===== src/hdl/rilt_pkg.sv =====
// rilt_pkg: shared types and constants of the rpc in-flight latency tracker
// used by the interfaces, the front end, the command queue and the back end
`default_nettype none

package rilt_pkg;

    // field widths
    localparam int unsigned ID_W     = 64;
    localparam int unsigned TIME_W   = 64;
    localparam int unsigned SIZE_W   = 31;
    localparam int unsigned BYTE_W   = 8;
    localparam int unsigned OUT_CNT_W = 6;

    // request header and ack identifier framing
    localparam logic [SIZE_W-1:0] HDR_BYTES = 31'd12;
    localparam int unsigned ACK_BYTES = 8;
    localparam int unsigned ACK_CNT_W = 3;
    localparam int unsigned ASM_W     = BYTE_W * (ACK_BYTES - 1);
    localparam logic [ACK_CNT_W-1:0] ACK_LAST = 3'(ACK_BYTES - 1);

    // reset value of the size limit register
    localparam logic [SIZE_W-1:0] MAX_BYTES_RESET = 31'd65536;

    // depth of the queue between front and back end
    localparam int unsigned Q_DEPTH = 2;
    localparam int unsigned Q_PTR_W = 1;
    localparam int unsigned Q_CNT_W = 2;

    typedef logic [1:0] t_opcode;
    localparam t_opcode OP_ISSUE = 2'd0;
    localparam t_opcode OP_ACK   = 2'd1;
    localparam t_opcode OP_WDONE = 2'd2;
    localparam t_opcode OP_WERR  = 2'd3;

    typedef logic [3:0] t_status;
    localparam t_status ST_ABSORBED = 4'd0;
    localparam t_status ST_ISSUED   = 4'd1;
    localparam t_status ST_ACK_DONE = 4'd2;
    localparam t_status ST_REORDER  = 4'd3;
    localparam t_status ST_UNEXP    = 4'd4;
    localparam t_status ST_WIN_FULL = 4'd5;
    localparam t_status ST_SIZE_REJ = 4'd6;
    localparam t_status ST_WR_DONE  = 4'd7;
    localparam t_status ST_ROLLBACK = 4'd8;

    // command kinds after classification in the front end
    typedef logic [2:0] t_kind;
    localparam t_kind K_ABSORB = 3'd0;
    localparam t_kind K_ISSUE  = 3'd1;
    localparam t_kind K_ACK    = 3'd2;
    localparam t_kind K_WDONE  = 3'd3;
    localparam t_kind K_WERR   = 3'd4;

    // one classified command as it travels through the queue
    typedef struct packed {
        t_kind              kind;
        logic               size_bad;
        logic [ID_W-1:0]    id;
        logic [TIME_W-1:0]  now;
        logic [SIZE_W-1:0]  hdr_len;
    } t_cmd;

endpackage

`default_nettype wire


===== src/hdl/rilt_if.sv =====
// rilt_req_if and rilt_rsp_if: valid/ready channels of the latency tracker
// depends on rilt_pkg for field widths and codes
`default_nettype none

interface rilt_req_if;
    logic                               valid;
    logic                               ready;
    rilt_pkg::t_opcode                  opcode;
    logic [rilt_pkg::ID_W-1:0]          request_id;
    logic [rilt_pkg::TIME_W-1:0]        now_ns;
    logic [rilt_pkg::SIZE_W-1:0]        request_bytes;
    logic [rilt_pkg::BYTE_W-1:0]        ack_byte;

    modport source (output valid, opcode, request_id, now_ns, request_bytes, ack_byte,
                    input ready);
    modport sink   (input valid, opcode, request_id, now_ns, request_bytes, ack_byte,
                    output ready);
endinterface


`default_nettype wire


===== src/hdl/rilt_front.sv =====
// rilt_front: accepts requests, assembles ack identifiers and classifies items
// depends on rilt_pkg and rilt_req_if; pushes t_cmd entries into rilt_fifo
`default_nettype none

module rilt_front (
    input  wire                             i_clk,
    input  wire                             i_rst_n,
    rilt_req_if.sink                        i_req,
    input  wire  [rilt_pkg::SIZE_W-1:0]     i_max_bytes,
    input  wire                             i_q_full,
    output logic                            o_push,
    output rilt_pkg::t_cmd                  o_cmd
);

    logic [rilt_pkg::ASM_W-1:0]     r_asm;
    logic [rilt_pkg::ACK_CNT_W-1:0] r_cnt;
    logic [rilt_pkg::ASM_W-1:0]     n_asm;
    logic [rilt_pkg::ACK_CNT_W-1:0] n_cnt;
    logic                           accept;

    // take a request whenever the queue has room
    assign i_req.ready = !i_q_full;
    assign accept      = i_req.valid && !i_q_full;
    assign o_push      = accept;

    // classify the request and advance ack assembly
    always_comb begin
        n_asm          = r_asm;
        n_cnt          = r_cnt;
        o_cmd.kind     = rilt_pkg::K_ABSORB;
        o_cmd.size_bad = (i_req.request_bytes > i_max_bytes)
                      || (i_req.request_bytes < rilt_pkg::HDR_BYTES);
        o_cmd.id       = '0;
        o_cmd.now      = i_req.now_ns;
        o_cmd.hdr_len  = i_req.request_bytes - rilt_pkg::HDR_BYTES;
        unique case (i_req.opcode)
            rilt_pkg::OP_ISSUE: begin
                o_cmd.kind = rilt_pkg::K_ISSUE;
                o_cmd.id   = i_req.request_id;
            end
            rilt_pkg::OP_ACK: begin
                if (r_cnt < rilt_pkg::ACK_LAST) begin
                    o_cmd.kind                   = rilt_pkg::K_ABSORB;
                    n_asm[{r_cnt, 3'b000} +: 8]  = i_req.ack_byte;
                    n_cnt                        = r_cnt + 1'b1;
                end else begin
                    o_cmd.kind = rilt_pkg::K_ACK;
                    o_cmd.id   = {i_req.ack_byte, r_asm};
                    n_asm      = '0;
                    n_cnt      = '0;
                end
            end
            rilt_pkg::OP_WDONE: o_cmd.kind = rilt_pkg::K_WDONE;
            rilt_pkg::OP_WERR:  o_cmd.kind = rilt_pkg::K_WERR;
        endcase
    end

    // ack assembly state
    always_ff @(posedge i_clk) begin
        if (!i_rst_n) begin
            r_asm <= '0;
            r_cnt <= '0;
        end else if (accept) begin
            r_asm <= n_asm;
            r_cnt <= n_cnt;
        end
    end

endmodule

`default_nettype wire


===== src/flat_wrapper.sv =====
// flat-port wrapper written by rule: the top's interface ports become plain ports
module rilt_front_flat 
  (i_clk, i_rst_n, i_max_bytes, i_q_full, o_push, o_cmd, i_req_valid, i_req_opcode, i_req_request_id, i_req_now_ns, i_req_request_bytes, i_req_ack_byte, i_req_ready);
  rilt_req_if i_req_i ();
  input  wire i_clk;
  input  wire i_rst_n;
  input  wire  [rilt_pkg::SIZE_W-1:0] i_max_bytes;
  input  wire i_q_full;
  output logic o_push;
  output rilt_pkg::t_cmd o_cmd;
  input wire logic [$bits(i_req_i.valid)-1:0] i_req_valid;
  input wire logic [$bits(i_req_i.opcode)-1:0] i_req_opcode;
  input wire logic [$bits(i_req_i.request_id)-1:0] i_req_request_id;
  input wire logic [$bits(i_req_i.now_ns)-1:0] i_req_now_ns;
  input wire logic [$bits(i_req_i.request_bytes)-1:0] i_req_request_bytes;
  input wire logic [$bits(i_req_i.ack_byte)-1:0] i_req_ack_byte;
  output wire logic [$bits(i_req_i.ready)-1:0] i_req_ready;
  assign i_req_i.valid = i_req_valid;
  assign i_req_i.opcode = i_req_opcode;
  assign i_req_i.request_id = i_req_request_id;
  assign i_req_i.now_ns = i_req_now_ns;
  assign i_req_i.request_bytes = i_req_request_bytes;
  assign i_req_i.ack_byte = i_req_ack_byte;
  assign i_req_ready = i_req_i.ready;
  rilt_front u_core (.i_clk(i_clk), .i_rst_n(i_rst_n), .i_req(i_req_i), .i_max_bytes(i_max_bytes), .i_q_full(i_q_full), .o_push(o_push), .o_cmd(o_cmd));
endmodule

===== config.mk =====
export PLATFORM = sky130hd
export DESIGN_NAME = rilt_front_flat
export DESIGN_NICKNAME = d
export VERILOG_FILES = /design/src/hdl/rilt_pkg.sv /design/src/hdl/rilt_if.sv /design/src/hdl/rilt_front.sv /design/src/flat_wrapper.sv
export SDC_FILE = /design/constraint.sdc
export NUM_CORES = 1
export LEC_CHECK = 0
export BUFFER_PORTS_ARGS = -buffer_cell sky130_fd_sc_hd__buf_2
export CELL_PAD_IN_SITES_DETAIL_PLACEMENT = 1
export CELL_PAD_IN_SITES_GLOBAL_PLACEMENT = 1
export CORE_MARGIN = 2
export CORE_UTILIZATION = 25
export DETAILED_ROUTE_END_ITERATION = 16
export PLACE_DENSITY = 0.75
export SYNTH_ARGS = -nofsm -noshare
export SYNTH_HDL_FRONTEND = slang
export SYNTH_SLANG_ARGS = --single-unit

===== constraint.sdc =====
create_clock -name i_clk -period 2.7 [get_ports i_clk]
set_input_delay 0.54 -clock i_clk [delete_from_list [all_inputs] [get_ports i_clk]]
set_output_delay 0.54 -clock i_clk [all_outputs]
set_load 0.005 [all_outputs]

# Word level (Yosys, flattened, before mapping)
# Index checks and enable logic that the tools add are counted.
# totals
reg_bits	59
inputBits	204
out_inout_bits	165
wordCells	25
# op_classes
add_sub_neg	3
n_lt_le_gt_ge	3
n_eq_ne	3
shifts	2
muxes	7
n_reduce_logical	5
# ops
operator	n
$pmux W64 S2	1
$mux W64	1
$bwmux W56	1
$mux W56	1
$shift A8 B8 Y56 const A	1
$shiftx A8 B8 Y56	1
$gt A31 B31 Y1	1
$lt A31 B4 Y1 const B	1
$sub A31 B4 Y31 const B	1
$pmux W3 S4	1
$neg A6 Y8	1
$eq A2 B2 Y1 const B	2
$add A3 B1 Y3 const B	1
$lt A3 B3 Y1 const B	1
$mux W3	1
$eq A2 B1 Y1 const B	1
$logic_not A2 Y1	1
$mux W2	1
$reduce_and A2 Y1	1
$logic_and A1 B1 Y1	1
$logic_not A1 Y1	1
$logic_or A1 B1 Y1	1

# Logic depth before layout (Yosys ltp)
# logic_depth
word_depth	4
mapped_depth	10
ltp_nobuf	8

# Least setup slack after synthesis
# Ideal clock, no wire load.
# synth_path
path_type	in2out
startpoint	in i_req_request_bytes[20]
endpoint	out o_cmd[29] (netlist name)
arrival_time_ns	2.135
t_required_ns	2.160
path_slack_ns	0.025
cell_stages	5
n_path_buf	0
path_cell_list	or4_4 -> or3_4 -> or3_4 -> nor4_4 -> xor2_1
# synth_rtl
element	line	text
start: declaration	flat_wrapper.sv:15	input wire logic [$bits(i_req_i.request_bytes)-1:0] i_req_request_bytes;
end: declaration	flat_wrapper.sv:10	output rilt_pkg::t_cmd o_cmd;

==> qor.log <==
[route] via count 5882
[clock_network] sink count of the clock tree 59
[pwr] Comb power frac 21.2%
[synth] fraction of synthesis flops using an asynchronous set or reset pin 0%
[floorplan] starting density of the core 25.6%
[worst_setup_path] worst endpoint data arrival time 2.43 ns
[floorplan] count of pins on the block boundary 369
[layout] share of layout cells above drive strength 1 34.6%
[outcome] violations in the final reports setup timing
[worst_setup_path] start-to-end type of the worst setup path input port to output pin
[floorplan] chip width 148 microns
[floorplan] core region area 0.0204 sq mm
[placement] Post-Place Cells 1197
[layout] highest-count cells in the layout ignoring fill and taps sky130_fd_sc_hd__buf_2 (236), sky130_fd_sc_hd__nand3_1 (116), sky130_fd_sc_hd__nand2_1 (99)
[route] detailed-route DRC error count 0
[layout] Final Instance Count excl. Fillers 1216
[placement] Detail Placement HPWL 15400 microns
[pwr] Reg power frac 33.5%
[route] final wirelength 20500 microns
[clock_network] TritonCTS Buffers 9
[synth] Unique masters post-synth 47
[worst_setup_path] critical path peak fanout 4
[flow_run] max capacitance violation total 0
[pwr] total power 2620 uW
[sta] total count of max-transition violations in the final report 0
[worst_setup_path] critical path capture point type output pin
[synth] fraction of the mapped netlist area in compound gates 15.3%
[global_route] vias in the first global route 5987
[floorplan] height of the chip 148 microns
[synth] Post-Synthesis Mean Instance Area 6.87 sq um
[synth] synthesized cell area 0.00522 sq mm
[global_route] number of antenna violations at the first check in global routing 0
[sta] slew at the pin with the worst max-slew slack 0.569 ns
[synth] Synthesis Warnings 0
[sta] # setup viols final 9
[layout] synth-to-layout area growth 33.1%
[synth] post-synthesis mux area share 0.959%
[synth] Top FF cell, synth sky130_fd_sc_hd__dfxtp_1
[worst_setup_path] crit path cell chain buf_6 -> or4_4 -> or3_4 -> or3_4 -> buf_4 -> nor2_4 -> xor2_1 -> buf_2
[synth] area share of and/or/nand/nor cells after synthesis 32.7%
[worst_setup_path] type of origin of the critical path input port
[synth] area share of fa/ha/maj cells after synthesis 8.39%
[pwr] Int Power 1920 uW
[synth] part of the Yosys area used for sequential elements 22.6%
[placement] input/output buffers 240
[synth] main combinational cell family by area after synthesis simple AND/OR/NAND/NOR gates
[pwr] Worst VDD drop 0.000350 V
[worst_setup_path] Crit path largest cell delay 0.53 ns
[clock_network] cell at the root of the clock tree sky130_fd_sc_hd__clkbuf_16
[route] number of detailed-route iterations in the first pass 4
[synth] synthesized-area fraction occupied by xor and xnor cells 4.20%
[sta] worst slew margin relative to its limit 62.1%
[synth] flops & latches, synth 59
[layout] leading cell type in the layout, fill and taps excluded sky130_fd_sc_hd__buf_2
[global_route] largest net degree at the start of global routing 68
[route] drt via density 4.84
[route] count of nets left with antenna violations after detail routing 0
[synth] cell count after synthesis 760
[route] Detailed Route Iter0 Violations 144
[sta] period utilization 110%
[clock_network] clock tree from TritonCTS done
[worst_setup_path] cell with the largest stage delay on the worst path sky130_fd_sc_hd__or4_4
[sta] least setup slack across all paths after layout -0.274 ns
[floorplan] standard-cell row count 52
[sta] Fin Clk Skew 0.00625 ns
[floorplan] DIE AREA 0.0220 sq mm
[sta] minimum period implied by the final worst setup slack 2.97 ns
[pwr] Pwr Density 377 mW/mm^2
[clock_network] deepest clock path buffer count 2
[worst_hold_path] Hold Crit Class register to register
[route] drt wl/cell 16.9 microns
[sta] highest clock rate 0.336 GHz
[pwr] switching power summed over all nets 698 uW
[clock_network] number of levels in the clock H-tree 3
[clock_network] hold bufs inserted after CTS 0
[sta] number of hold violations in the final report 0
[layout] Final Net Count 1181
[clock_network] clk_lat worst skew 0.33 ns
[global_route] all-layer global routing usage 18.0%
[worst_setup_path] Crit path required time 2.16 ns
[worst_setup_path] CP dominant cell by count sky130_fd_sc_hd__or3_4
[clock_network] clock-pin slew on the worst setup and hold paths 0.05 ns
[synth] count of flip-flops with a built-in enable after synthesis 0
[placement] pre-CTS setup slack -0.261 ns
[synth] net count after synthesis 999
[pwr] Clock Power Share 45.3%
[sta] RSZ-0062 raised after global routing yes
[outcome] result of the run complete, but fails checks
[global_route] wire length of the first global-routing pass 31400 microns
[placement] Final GP Congestion 0.812
[pwr] switch share 26.6%
[pwr] Leakage 0.00331 uW
[global_route] GRT Residual Overflow 0
==> synth_stat cells (2+ instances only) <==
master | number | share of area, %
sky130_fd_sc_hd__or3_1 | 4 | 0.48
sky130_fd_sc_hd__buf_4 | 66 | 9.5
sky130_fd_sc_hd__and2_1 | 52 | 6.2
sky130_fd_sc_hd__mux2i_1 | 5 | 0.96
sky130_fd_sc_hd__nor3b_1 | 2 | 0.29
sky130_fd_sc_hd__nor3_1 | 7 | 0.67
sky130_fd_sc_hd__dfxtp_1 | 59 | 23
sky130_fd_sc_hd__buf_2 | 6 | 0.58
sky130_fd_sc_hd__o21ai_0 | 57 | 5.5
sky130_fd_sc_hd__nor4_1 | 2 | 0.24
sky130_fd_sc_hd__buf_1 | 4 | 0.29
sky130_fd_sc_hd__or3_4 | 3 | 0.65
sky130_fd_sc_hd__nor2_1 | 20 | 1.4
sky130_fd_sc_hd__and3_1 | 3 | 0.36
sky130_fd_sc_hd__clkbuf_1 | 37 | 2.7
sky130_fd_sc_hd__a22oi_1 | 4 | 0.58
sky130_fd_sc_hd__nor2b_1 | 7 | 0.84
sky130_fd_sc_hd__nand2_2 | 2 | 0.24
sky130_fd_sc_hd__nand2_1 | 99 | 7.1
sky130_fd_sc_hd__xnor2_1 | 7 | 1.2
sky130_fd_sc_hd__nand3_1 | 116 | 11
sky130_fd_sc_hd__a21oi_1 | 82 | 7.9
sky130_fd_sc_hd__xor2_1 | 18 | 3.0
sky130_fd_sc_hd__ha_1 | 35 | 8.4
sky130_fd_sc_hd__nor3_2 | 2 | 0.38
sky130_fd_sc_hd__nand4_1 | 3 | 0.36
sky130_fd_sc_hd__inv_1 | 38 | 2.7
==> routing by layer <==
metal | vias up | global-route usage [%] | share of wire, %
met3 | 44 | 3.47 | 6.7
li1 | 2884 | - | -
met1 | 2718 | 20.8 | 41
met4 | 0 | 6.67 | 2.4
met5 | - | 0 | 0
met2 | 236 | 32.8 | 49
==> per-stage QoR <==
step / area (sq um) / hold slack [ns] / setup TNS, ns / util, %
after floorplan: 5220 / 0.460 / 0 / -
after global placement: 6450 / 0.478 / -1.59 / 31.7
after detailed placement: 6450 / 0.489 / -1.90 / 31.7
after CTS: 6840 / 0.502 / -1.37 / 33.6
after global routing: 6940 / 0.530 / -2.08 / 34.1
final: 6950 / 0.505 / -1.60 / 34.1
==> power groups by stage <==
stage	Combinational [uW]	Clock, uW	Sequential, uW
after global placement	533	0	896
final	555	1190	878
after global routing	622	1240	877
after CTS	554	1200	878
after detailed placement	546	0	896
after floorplan	310	0	894
==> flip-flops by register name, indices dropped and copies added (netlist names) <==
name and flops:
u_core.r_asm 56, u_core.r_cnt 3
==> worst max-delay path, delay by kind of cell <==
kind / cells / cell delay [ns]
xor+xnor: 1 / 0.16
buf+inv: 3 / 0.39
simple gates: 4 / 1.33
==> what timing repair did <==
action / CTS / global route
cloned: 1 / 0
gates resized for setup: 11 / 17
pin swaps: 10 / 9
endpoints found under the setup margin: 12 / 53
buffers inserted: 1 / 2
==> final cells by class <==
cell class | instances | area (sq um)
multi-input combinational | 549 | 3330
timing repair buffer | 284 | 1650
antenna | 1 | 2.50
clock buffer | 11 | 233
inverter | 39 | 146
clock inverter | 3 | 65.1
fill | 2637 | 13400
sequential | 59 | 1180
tap | 270 | 338
==> cells by family (layout without fill, tap and decap cells) <==
logic type | Yosys count | after routing
simple gates | 333 | 333
buf+inv | 152 | 337
compound gates | 151 | 151
flops | 59 | 59
fa+ha+maj | 35 | 35
xor+xnor | 25 | 25
mux | 5 | 5
other cells | 0 | 1
==> final timing paths <==
kind / start / end / slack (ns) / cells after the start
setup / recovery: i_req_request_bytes[20] / o_cmd[30] / -0.27 / 8
setup reg to reg: u_core.r_cnt[1]$_SDFFE_PN0P_ / u_core.r_asm[30]$_SDFFE_PN0P_ / 0.27 / 8
hold / removal: u_core.r_asm[39]$_SDFFE_PN0P_ / u_core.r_asm[39]$_SDFFE_PN0P_ / 0.51 / 2
hold reg to reg: u_core.r_asm[39]$_SDFFE_PN0P_ / u_core.r_asm[39]$_SDFFE_PN0P_ / 0.51 / 2
Note: power is estimated with default switching activity, not from simulation.
