--- config.mk ---
export PLATFORM = sky130hd
export DESIGN_NAME = rilt_fifo
export DESIGN_NICKNAME = d
export VERILOG_FILES = /design/src/hdl/rilt_pkg.sv /design/src/hdl/rilt_fifo.sv
export SDC_FILE = /design/constraint.sdc
export NUM_CORES = 1
export LEC_CHECK = 0
export BUFFER_PORTS_ARGS = -buffer_cell sky130_fd_sc_hd__buf_2
export CAP_MARGIN = 0
export CORE_MARGIN = 2
export CORE_UTILIZATION = 56
export DETAILED_ROUTE_END_ITERATION = 8
export PLACE_DENSITY = 0.84
export SYNTH_ARGS = -nofsm -noshare
export SYNTH_HDL_FRONTEND = slang
export SYNTH_SLANG_ARGS = --single-unit
--- constraint.sdc ---
create_clock -name i_clk -period 12.15 [get_ports i_clk]
set_input_delay 0 -clock i_clk [delete_from_list [all_inputs] [get_ports i_clk]]
set_output_delay 0 -clock i_clk [all_outputs]
set_load 0.01 [all_outputs]
--- src/hdl/rilt_pkg.sv ---
// rilt_pkg: shared types and constants of the rpc in-flight latency tracker
// used by the interfaces, the front end, the command queue and the back end
`default_nettype none

package rilt_pkg;

    // field widths
    localparam int unsigned ID_W     = 64;
    localparam int unsigned TIME_W   = 64;
    localparam int unsigned SIZE_W   = 31;
    localparam int unsigned BYTE_W   = 8;
    localparam int unsigned OUT_CNT_W = 6;

    // request header and ack identifier framing
    localparam logic [SIZE_W-1:0] HDR_BYTES = 31'd12;
    localparam int unsigned ACK_BYTES = 8;
    localparam int unsigned ACK_CNT_W = 3;
    localparam int unsigned ASM_W     = BYTE_W * (ACK_BYTES - 1);
    localparam logic [ACK_CNT_W-1:0] ACK_LAST = 3'(ACK_BYTES - 1);

    // reset value of the size limit register
    localparam logic [SIZE_W-1:0] MAX_BYTES_RESET = 31'd65536;

    // depth of the queue between front and back end
    localparam int unsigned Q_DEPTH = 2;
    localparam int unsigned Q_PTR_W = 1;
    localparam int unsigned Q_CNT_W = 2;

    typedef logic [1:0] t_opcode;
    localparam t_opcode OP_ISSUE = 2'd0;
    localparam t_opcode OP_ACK   = 2'd1;
    localparam t_opcode OP_WDONE = 2'd2;
    localparam t_opcode OP_WERR  = 2'd3;

    typedef logic [3:0] t_status;
    localparam t_status ST_ABSORBED = 4'd0;
    localparam t_status ST_ISSUED   = 4'd1;
    localparam t_status ST_ACK_DONE = 4'd2;
    localparam t_status ST_REORDER  = 4'd3;
    localparam t_status ST_UNEXP    = 4'd4;
    localparam t_status ST_WIN_FULL = 4'd5;
    localparam t_status ST_SIZE_REJ = 4'd6;
    localparam t_status ST_WR_DONE  = 4'd7;
    localparam t_status ST_ROLLBACK = 4'd8;

    // command kinds after classification in the front end
    typedef logic [2:0] t_kind;
    localparam t_kind K_ABSORB = 3'd0;
    localparam t_kind K_ISSUE  = 3'd1;
    localparam t_kind K_ACK    = 3'd2;
    localparam t_kind K_WDONE  = 3'd3;
    localparam t_kind K_WERR   = 3'd4;

    // one classified command as it travels through the queue
    typedef struct packed {
        t_kind              kind;
        logic               size_bad;
        logic [ID_W-1:0]    id;
        logic [TIME_W-1:0]  now;
        logic [SIZE_W-1:0]  hdr_len;
    } t_cmd;

endpackage

`default_nettype wire

--- src/hdl/rilt_fifo.sv ---
// rilt_fifo: short command queue between front end and back end
// depends on rilt_pkg for t_cmd and the queue depth
`default_nettype none

module rilt_fifo (
    input  wire                 i_clk,
    input  wire                 i_rst_n,
    input  wire                 i_push,
    input  wire rilt_pkg::t_cmd i_push_data,
    output logic                o_full,
    input  wire                 i_pop,
    output rilt_pkg::t_cmd      o_pop_data,
    output logic                o_empty
);

    rilt_pkg::t_cmd                 r_slot [rilt_pkg::Q_DEPTH];
    logic [rilt_pkg::Q_PTR_W-1:0]   r_wr_ptr;
    logic [rilt_pkg::Q_PTR_W-1:0]   r_rd_ptr;
    logic [rilt_pkg::Q_CNT_W-1:0]   r_count;
    logic                           do_push;
    logic                           do_pop;

    assign o_full     = (r_count == rilt_pkg::Q_CNT_W'(rilt_pkg::Q_DEPTH));
    assign o_empty    = (r_count == '0);
    assign o_pop_data = r_slot[r_rd_ptr];
    assign do_push    = i_push && !o_full;
    assign do_pop     = i_pop && !o_empty;

    // storage
    always_ff @(posedge i_clk) begin
        if (do_push) begin
            r_slot[r_wr_ptr] <= i_push_data;
        end
    end

    // pointers and fill count
    always_ff @(posedge i_clk) begin
        if (!i_rst_n) begin
            r_wr_ptr <= '0;
            r_rd_ptr <= '0;
            r_count  <= '0;
        end else begin
            if (do_push) begin
                r_wr_ptr <= r_wr_ptr + 1'b1;
            end
            if (do_pop) begin
                r_rd_ptr <= r_rd_ptr + 1'b1;
            end
            if (do_push && !do_pop) begin
                r_count <= r_count + 1'b1;
            end else if (do_pop && !do_push) begin
                r_count <= r_count - 1'b1;
            end
        end
    end

endmodule

`default_nettype wire

# == Word level (Yosys, flattened, before mapping) ==
# Memory sizes are Yosys's and may differ from the RTL's. A register that Yosys moved wholly into a read port is not among the register bits.
# Cells that the tools add are included.
# word_totals
register_bits,4
mem_bits_rw,326
inputBits,167
output_inout_bits,165
word_cells,25
n_memories,1
# op_classes
n_addsub,4
n_eq_ne,1
muxes,6
reduce_logical,10
# memory_table
name,words,word_bits,rd,rd_ports_with_merged_regs,write_ports,line_no,rtl
r_slot,2,163,1,1,1,rilt_fifo.sv:16,rilt_pkg::t_cmd r_slot [rilt_pkg::Q_DEPTH];
# op_table
op,count
logical AND 1 bit,4
zero test 1 bit,4
two-way mux 1 bit,4
two-way mux 2 bit,2
"adder 1 bit, second input constant",2
"adder 2 x 1 -> 2 bit, second input constant",1
"equality test 2 bit, second input constant",1
zero test 2 bit,1
nonzero test 2 bit,1
"subtractor 2 x 1 -> 2 bit, second input constant",1

# == Longest topological paths before layout ==
# Gate-level depths: netlist of run 1.
# logic_depth
ltp_word,7
ltp_mapped,7
mapped_depth_nobuf,7

# == Worst setup path after synthesis of run 1 ==
# OpenSTA, ideal clock, no wires.
# synth_path
path_type,flip-flop to flip-flop
from,register r_count[0] in the netlist's numbering
to,memory r_slot[0][0] in the netlist's numbering (enable)
setup_time_ns,0.658
t_arrival_ns,6.844
required_ns,11.492
slack_ns,4.648
path_stages_with_launch,4
path_buffers,0
path_cell_list,dfxtp_1 -> nand2b_1 -> inv_1 -> nor3_2
# synth_between
elab_chain_len,5
# synth_lines
item,line_no,rtl
"start, declared",rilt_fifo.sv:19,logic [rilt_pkg::Q_CNT_W-1:0] r_count;
"start signal, assigned",rilt_fifo.sv:50,r_count <= r_count + 1'b1;
"start signal, assigned",rilt_fifo.sv:52,r_count <= r_count - 1'b1;
equality test 2 bit,rilt_fifo.sv:23,assign o_full = (r_count == rilt_pkg::Q_CNT_W'(rilt_pkg::Q_DEPTH));
via o_full,rilt_fifo.sv:10,"output logic o_full,"
zero test 1 bit,rilt_fifo.sv:26,assign do_push = i_push && !o_full;
logical AND 1 bit,rilt_fifo.sv:26,
two-way mux 1 bit,rilt_fifo.sv:31,if (do_push) begin
two-way mux 1 bit (implied by the code),rilt_fifo.sv:32,r_slot[r_wr_ptr] <= i_push_data;
"end, declared",rilt_fifo.sv:16,
# The timed path passes the listed nets, and every way through them passes these cells.

# == Worst setup path after layout of run 1 ==
# layout_path
from,register r_count[0] in the netlist's numbering
to,memory r_slot[0][140] in the netlist's numbering (enable)
# layout_between
elab_chain_len,5
# layout_lines
item,line_no
equality test 2 bit,rilt_fifo.sv:23
zero test 1 bit,rilt_fifo.sv:26
logical AND 1 bit,rilt_fifo.sv:26
two-way mux 1 bit,rilt_fifo.sv:31
two-way mux 1 bit (implied by the code),rilt_fifo.sv:32
# No other way between the ends.

==> results of run 1 <==
-- synthesized netlist by cell type --
cell type / n
a21boi_0: 1
nand2b_1: 1
o21ai_0: 1
dfxtp_1: 5
ha_1: 1
buf_6: 9
o21ai_1: 1
a21boi_1: 1
xor2_1: 1
edfxtp_1: 326
buf_2: 9
nor2_1: 2
or3_1: 1
xnor2_1: 2
nor3_2: 1
mux2_4: 70
mux2_2: 93
and3_1: 1
and2_1: 3
inv_1: 2
o21a_1: 1
-- timing repair --
item,4_1_cts,5_1_grt
hold buffers,165,0
buffers inserted,0,0
endpoints found under the hold margin,331,0
-- registers in the layout (all words and copies together) (netlist names), named ones only --
register and cells:
r_wr_ptr 1, r_count 2, r_slot 326, r_rd_ptr 1
-- cells by family (layout without fill, tap and decap cells) --
group                    after synthesis  count (layout)  synth area share (%)
adder cells (fa/ha/maj)                1               1                 0.102
AND/OR/NAND/NOR                        9               9                 0.449
buffers and inverters                 20             564                  1.25
AO/OA/AOI/OAI                          5               5                 0.265
other                                  0               3                     0
multiplexers                         163             163                  17.1
flip-flops                           331             331                  80.6
XOR/XNOR                               3               3                 0.214
-- worst min-delay path, stage by stage --
cell	delay, ns
buf_2	0.08
o21ai_1	0.11
xnor2_1	0.17
and2_1	0.16
-- power by group --
part	total, µW	internal [µW]	switching [µW]
combinational	857	422	435
sequential	1500	1440	60.5
clock	1040	631	411
total	3400	2490	906
-- cell usage in the layout (no fill, tap or decap), types with 2 or more instances in the layout --
cell type / n
clkbuf_16: 37
diode_2: 3
and2_1: 3
dlygate4sd3_1: 165
bufinv_16: 3
inv_1: 2
nor2_1: 2
mux2_4: 70
edfxtp_1: 326
xnor2_1: 2
buf_4: 6
clkbuf_8: 2
clkbuf_1: 7
buf_2: 331
clkinv_1: 3
dfxtp_1: 4
mux2_2: 93
clkinv_2: 5
-- worst paths after layout --
check / startpoint / end / cells past startpoint
setup / recovery: r_count[0] / r_slot[0][140] / 4
hold reg to reg: r_count[1] / r_count[1] / 2
hold / removal: i_pop / register / 4
setup reg to reg: r_count[0] / r_slot[0][140] / 4
-- layer usage --
layer,vias to the layer above,track usage [%],part of all wire (%)
met3,62,6.10,7.2
met4,0,9.26,3.2
met2,344,41.3,53
met5,-,0,0
li1,3169,-,-
met1,3408,27.3,37
-- through the flow --
| stage | setup slack, ns | cell area (µm²) | hold WS (ns) | util [%] | total power [µW] |
|---|---|---|---|---|---|
| 4_1_cts | 9.38 | 17000 | 0.0154 | 78.3 | 3390 |
| 6_report | 9.36 | 17000 | 0.0573 | 78.3 | 3400 |
| 3_3_place_gp | 9.53 | 14200 | 0.187 | 65.4 | 2290 |
| 5_1_grt | 9.20 | 17000 | 0.0470 | 78.3 | 3520 |
| 2_1_floorplan | 4.65 | 12300 | 0.0989 | - | 2060 |
| 3_5_place_dp | 9.45 | 14200 | 0.191 | 65.4 | 2310 |
-- cell type report --
class,count,area (µm²),share of cell area [%]
sequential,331,9890,58.3
timing repair buffer,502,3350,19.7
multi-input combinational,181,2240,13.2
clock buffer,46,980,5.77
tap,280,350,2.06
clock inverter,14,151,0.892
inverter,2,7.51,0.0442
antenna,3,7.51,0.0442
==> metrics.txt, run 1 <==
clk root buf=clkbuf_16; Die W=roughly 150 µm; top achievable clock speed=~360 MHz; critical path fanouts, max=between 70 and 80; endpoints failing setup=0; critical path class=register to register; initial antenna violation count=3; final non-filler cell total=approximately 1.4k; Die Ht=152 µm; Num Clock Sinks=331; Worst-Margin Slew=between 1 and 1.5 ns; Post-Synthesis Cells=roughly 530; CP Launch Type=register; row count=54; sequential-to-total area share from yosys stat=80.6%; antenna-violating nets left=0; clock slew at reported path FFs=roughly 0.07 ns; fin crit period=approximately 2.8 ns; CP max-delay cell=buf_4; vias in the first global route=between 7k and 8k; pwr/cell area=between 200 and 250 nW/µm²; leakage=roughly 0.0066 µW; setup TNS=0 ns; Critical Path AT=around 2.9 ns; gp weighted congestion=slightly below 0.8; Netlist cell types=21; Initial Util=between 50% and 60%; largest net degree at the start of global routing=between 70 and 80; Critical Path RT=roughly 12 ns; Post-Syn Area=12,300 µm²; post-route clock period utilization=between 20% and 30%; CTS tree=done; syn_nets=700; fill count=1,066; Port-buffer cells=around 330; DRT Pass-1 Iters=4; R2R setup slack=between 9 and 10 ns; grt ovf=0; syn avg cell area=around 23 µm²; share of layout cells above drive strength 1=51.4%; vias=6,983; Final HPWL DP=15,000 µm; IO Count=roughly 330; CTS Buf Count=34; Area contributors post-synth=edfxtp_1 (80%), mux2_4 (8.6%), mux2_2 (8.5%); Yosys warning count=0; Slew HR=31.3%; CP Cell Sequence=nand2b_1 -> inv_1 -> nor3_4 -> buf_4; DIE AREA=between 20,000 and 25,000 µm²; Top Family by Delay on Critical Path=buffers and inverters; WL per Instance=20.4 µm; clk buf depth=3; top cell type's share of synthesized area=79.8%; CP bufs+invs=2; overall routing resource usage=between 20% and 30%; peak supply drop=slightly above 0.2 mV; CP peak stage delay=about 0.90 ns; Synth Register Bits=~330; routed wire length=between 20,000 and 30,000 µm; status=finished, final reports clean; Worst Skew=between 0.015 and 0.02 ns; Final Hold Viols=0; Layout area overhead=38.4%; final routed DRC violation total=0; post-CTS resize count=0; Max Cap Violations=0; Clk Latency, worst-skew pair=approximately 0.5 ns; Vias/cell=5.14; RSZ-0062 raised after global routing=no; total core area=around 22,000 µm²; H-Tree Depth=2; Yosys top cell by area=edfxtp_1; DR iter-0 viols=around 420; worst hold path class=primary input to register; first-pass GRT wire length=~42,000 µm; nets@finish=roughly 1.2k; Max Slew Vio Count=0; CP Capture Type=register; Placed Instances=1,131
Note: power is estimated with default switching activity, not from simulation.
==> run 2: changes to the inputs <==
Settings changed: ABC_AREA set to 1, CORE_UTILIZATION 56 to 47, PLACE_DENSITY 0.84 to 0.76.
Clock period 12.15 ns to 2.3 ns, I/O delays scaled along.
==> run 2 against run 1 <==
Against the previous run:
- hold slack better by 0.17 ns
- utilization fell by 12 points
- sequential cell count did not move
- power increased to 5.0 times the previous value
- via count hardly changed
- critical path type unchanged
- register-to-register slack worse by 9.1 ns
- highest routed layer unchanged
- global-route usage is 4.1 points lower
- critical path depth grew 2
- final area up 0.76%
- first-iteration DRC count up 24%
==> metrics.txt, run 2 <==
status=finished, final reports clean; most frequent cells after synthesis=edfxtp_1 (326), mux2_2 (93), mux2_4 (70); R2R setup slack=0.31 ns (-9.05 ns); syn_nets=713 (+1.9%); reg-to-reg endpoint=r_wr_ptr; CTS hold repair buffers=168 (+1.8%); Max Slew Vio Count=0 (unchanged); Pwr Total=17,100 µW (+400%); RR Startpoint=r_count[1]; CTS tree=done; fill count=1,701 (+60%); worst hold path class=primary input to register; share of layout cells above drive strength 1=50.6% (-0.80 points); met3 WL post-DR=1860 µm (-6.4%); cells on worst reg2reg path=6 (+2); Final Hold Viols=0 (unchanged); Initial Util=47.5% (-9.1 points); pwr/cell area=998 nW/µm² (+400%); post-route clock period utilization=86.4% (+63 points); Post-Syn Area=12,300 µm² (about the same); Die W=166 µm (+8.9%); Area contributors post-synth=edfxtp_1 (80%), mux2_4 (8.6%), mux2_2 (8.5%); clock share of power=29.4% (-1.3 points); DR iter-0 viols=519 (+24%); Placed Instances=1,203 (+6.4%); Clk Latency, worst-skew pair=0.49 ns (about the same); Die Ht=166 µm (+8.9%); setup TNS=0 ns (unchanged); Worst Skew=0.0164 ns (+0.00118 ns); Int Pwr=12,600 µW (+410%); Port-buffer cells=331 (unchanged); CTS Buf Count=35 (+2.9%); hold path cells=2 (-2); clk root buf=clkbuf_16; Num Clock Sinks=331 (unchanged); top routing layer in use=met4; Metal-1 WL=10,300 µm (+1.5%); # Post-CTS Setup Buffers=0 (unchanged); syn avg cell area=22.5 µm² (-2.3%); fin crit period=1.99 ns (-0.798 ns); Switch Pwr=4480 µW (+390%); clock slew at reported path FFs=0.06 ns (about the same); first-pass GRT wire length=41,400 µm (-0.35%); Worst-Margin Slew=0.603 ns (-0.427 ns); Critical Path RT=2.74 ns (-9.52 ns); DRT Pass-1 Iters=4 (unchanged); peak supply drop=0.680 mV (+230%); Worst Hold Path EP=r_slot[1][124]; nets@finish=1,241 (+1.7%); most numerous cell in the Yosys netlist=edfxtp_1; final non-filler cell total=1,432 (+5.4%); H-Tree Depth=2 (unchanged); CP Cell Sequence=inv_2 -> o21ai_4 -> o21ai_0 -> dlygate4sd3_1 -> nor2_1 -> dlygate4sd3_1; leakage=0.00659 µW (+0.43%); endpoints failing setup=0 (unchanged); CP bufs+invs=3 (+1); FFs w/ async S/R, synth=0% (unchanged); DIE AREA=27,400 µm² (+19%); RSZ-0062 raised after global routing=no; Netlist cell types=14 (-33%); top achievable clock speed=503 MHz (+40%); CP max-delay cell=dlygate4sd3_1; Flop pwr share=46.0% (+1.9 points); Max Cap Violations=0 (unchanged); clk buf depth=3 (unchanged); routed length on met2=14,100 µm (-3.4%); WL per Instance=18.8 µm (-7.6%); Min-Delay Startpoint=i_push_data[124]; Biggest register=r_slot; max FFs per register=326 (unchanged); top cell type's share of synthesized area=79.7% (about the same); Critical Path AT=2.42 ns (-0.47 ns); routed wire length=26,900 µm (-2.7%); CP Launch Type=register; critical path fanouts, max=4 (-95%); Synth Register Bits=331 (unchanged); Yosys top cell by area=edfxtp_1; critical path class=register to register; Sw Share=26.2% (-0.43 points); Largest regs=r_slot (326), r_count (2); Comb pwr share=24.6% (-0.6 points); crit-path most repeated cell=dlygate4sd3_1; grt ovf=0 (unchanged); final routed DRC violation total=0 (unchanged); Post-Synthesis Cells=545 (+2.4%); vias in the first global route=7,627 (+0.41%); ys flop type=edfxtp_1; overall routing resource usage=19.2% (-4.1 points); initial antenna violation count=2 (-1); gp weighted congestion=0.738 (-6.0%); post-CTS resize count=0 (unchanged); total core area=25,800 µm² (+19%); commonest non-fill, non-tap cell in the layout=buf_2; Top Family by Delay on Critical Path=buffers and inverters; IO Count=332 (unchanged); CP peak stage delay=0.57 ns (-0.33 ns); Yosys warning count=0 (unchanged); Layout area overhead=39.4%; vias=6,986 (+0.043%); row count=59 (+9.3%); commonest non-fill, non-tap cells in the layout=buf_2 (331), edfxtp_1 (326), dlygate4sd3_1 (168); antenna-violating nets left=0 (unchanged); Slew HR=59.8% (+28 points); Vias/cell=4.88 (-5.1%); Final HPWL DP=15,900 µm (+6.5%); largest net degree at the start of global routing=80 (+3.9%); CP Capture Type=register; sequential-to-total area share from yosys stat=80.6% (about the same); number of synthesized flops with an enable pin=326 (unchanged)
==> run 2: changes by cell type in the layout (fill, tap and decap cells not counted), moves of 3 or more <==
cell and delta:
and2_1 -3, buf_12 +7, buf_4 -3, bufinv_16 -3, clkbuf_1 +4, clkinv_1 +3
dfxtp_1 -3, dfxtp_2 +3, dlygate4sd3_1 +3, inv_1 +6, nand2_1 +6, nor2_1 +7
==> run 2: power groups by stage <==
stage               Clock, µW  Sequential (µW)  Combinational, µW
finish                   5020             7850               4210
global route             5400             7910               4480
CTS                      5130             7840               4220
detailed placement          0             7960               3960
global placement            0             7900               3940
floorplan                   0             7950               2530
==> run 2: through the flow <==
step | worst slack (ns) | instance area [µm²] | hold WS, ns | utilization [%]
floorplan | -1.01 | 12300 | 0.0989 | -
global placement | 0.755 | 14400 | 0.187 | 55.7
detailed placement | 0.754 | 14400 | 0.191 | 55.7
CTS | 0.343 | 17100 | 0.193 | 66.2
global route | 0.255 | 17100 | 0.210 | 66.2
finish | 0.312 | 17100 | 0.232 | 66.2
==> run 2: layer usage <==
layer | global-route usage [%] | up-vias
met2 | 34.2 | 276
met4 | 6.16 | 0
li1 | - | 3204
met1 | 22.7 | 3458
met3 | 5.14 | 48
met5 | 0 | -
==> run 2: cells by family (layout without fill, tap and decap cells) <==
group	count (synthesis)	count (layout)	share of synthesized area (%)
flops	331	331	80.6
mux	163	163	17.1
compound gates	4	4	0.163
simple gates	19	19	0.612
fa+ha+maj	1	1	0.102
buf+inv	27	577	1.47
other cells	0	2	0
==> run 2: worst reg2reg max path, stage by stage, from the launching register on <==
cell,delay (ns)
dfxtp_2,0.34
inv_2,0.06
o21ai_4,0.20
o21ai_0,0.12
dlygate4sd3_1,0.57
nor2_1,0.10
dlygate4sd3_1,0.55
==> run 2: how the worst max path moves through the flow <==
stage          slack, ns              to       start  depth (start not counted)
6_report            0.31        r_wr_ptr  r_count[1]                          6
5_1_grt             0.25        r_wr_ptr  r_count[1]                          6
4_1_cts             0.34  o_pop_data[36]    register                          3
3_5_place_dp        0.75   r_slot[1][92]  r_count[1]                          4
3_3_place_gp        0.75   r_slot[1][70]  r_count[1]                          4
2_1_floorplan      -1.01    r_slot[0][0]  r_count[1]                          3
==> run 2: layout make-up <==
type / count / area [µm²] / area share, %
inverter: 9 / 33.8 / 0.197
tap: 335 / 419 / 2.45
clock buffer: 48 / 967 / 5.65
clock inverter: 11 / 52.6 / 0.307
antenna: 2 / 5.00 / 0.0293
sequential: 331 / 9900 / 57.9
timing repair buffer: 509 / 3500 / 20.5
multi-input combinational: 187 / 2230 / 13.0
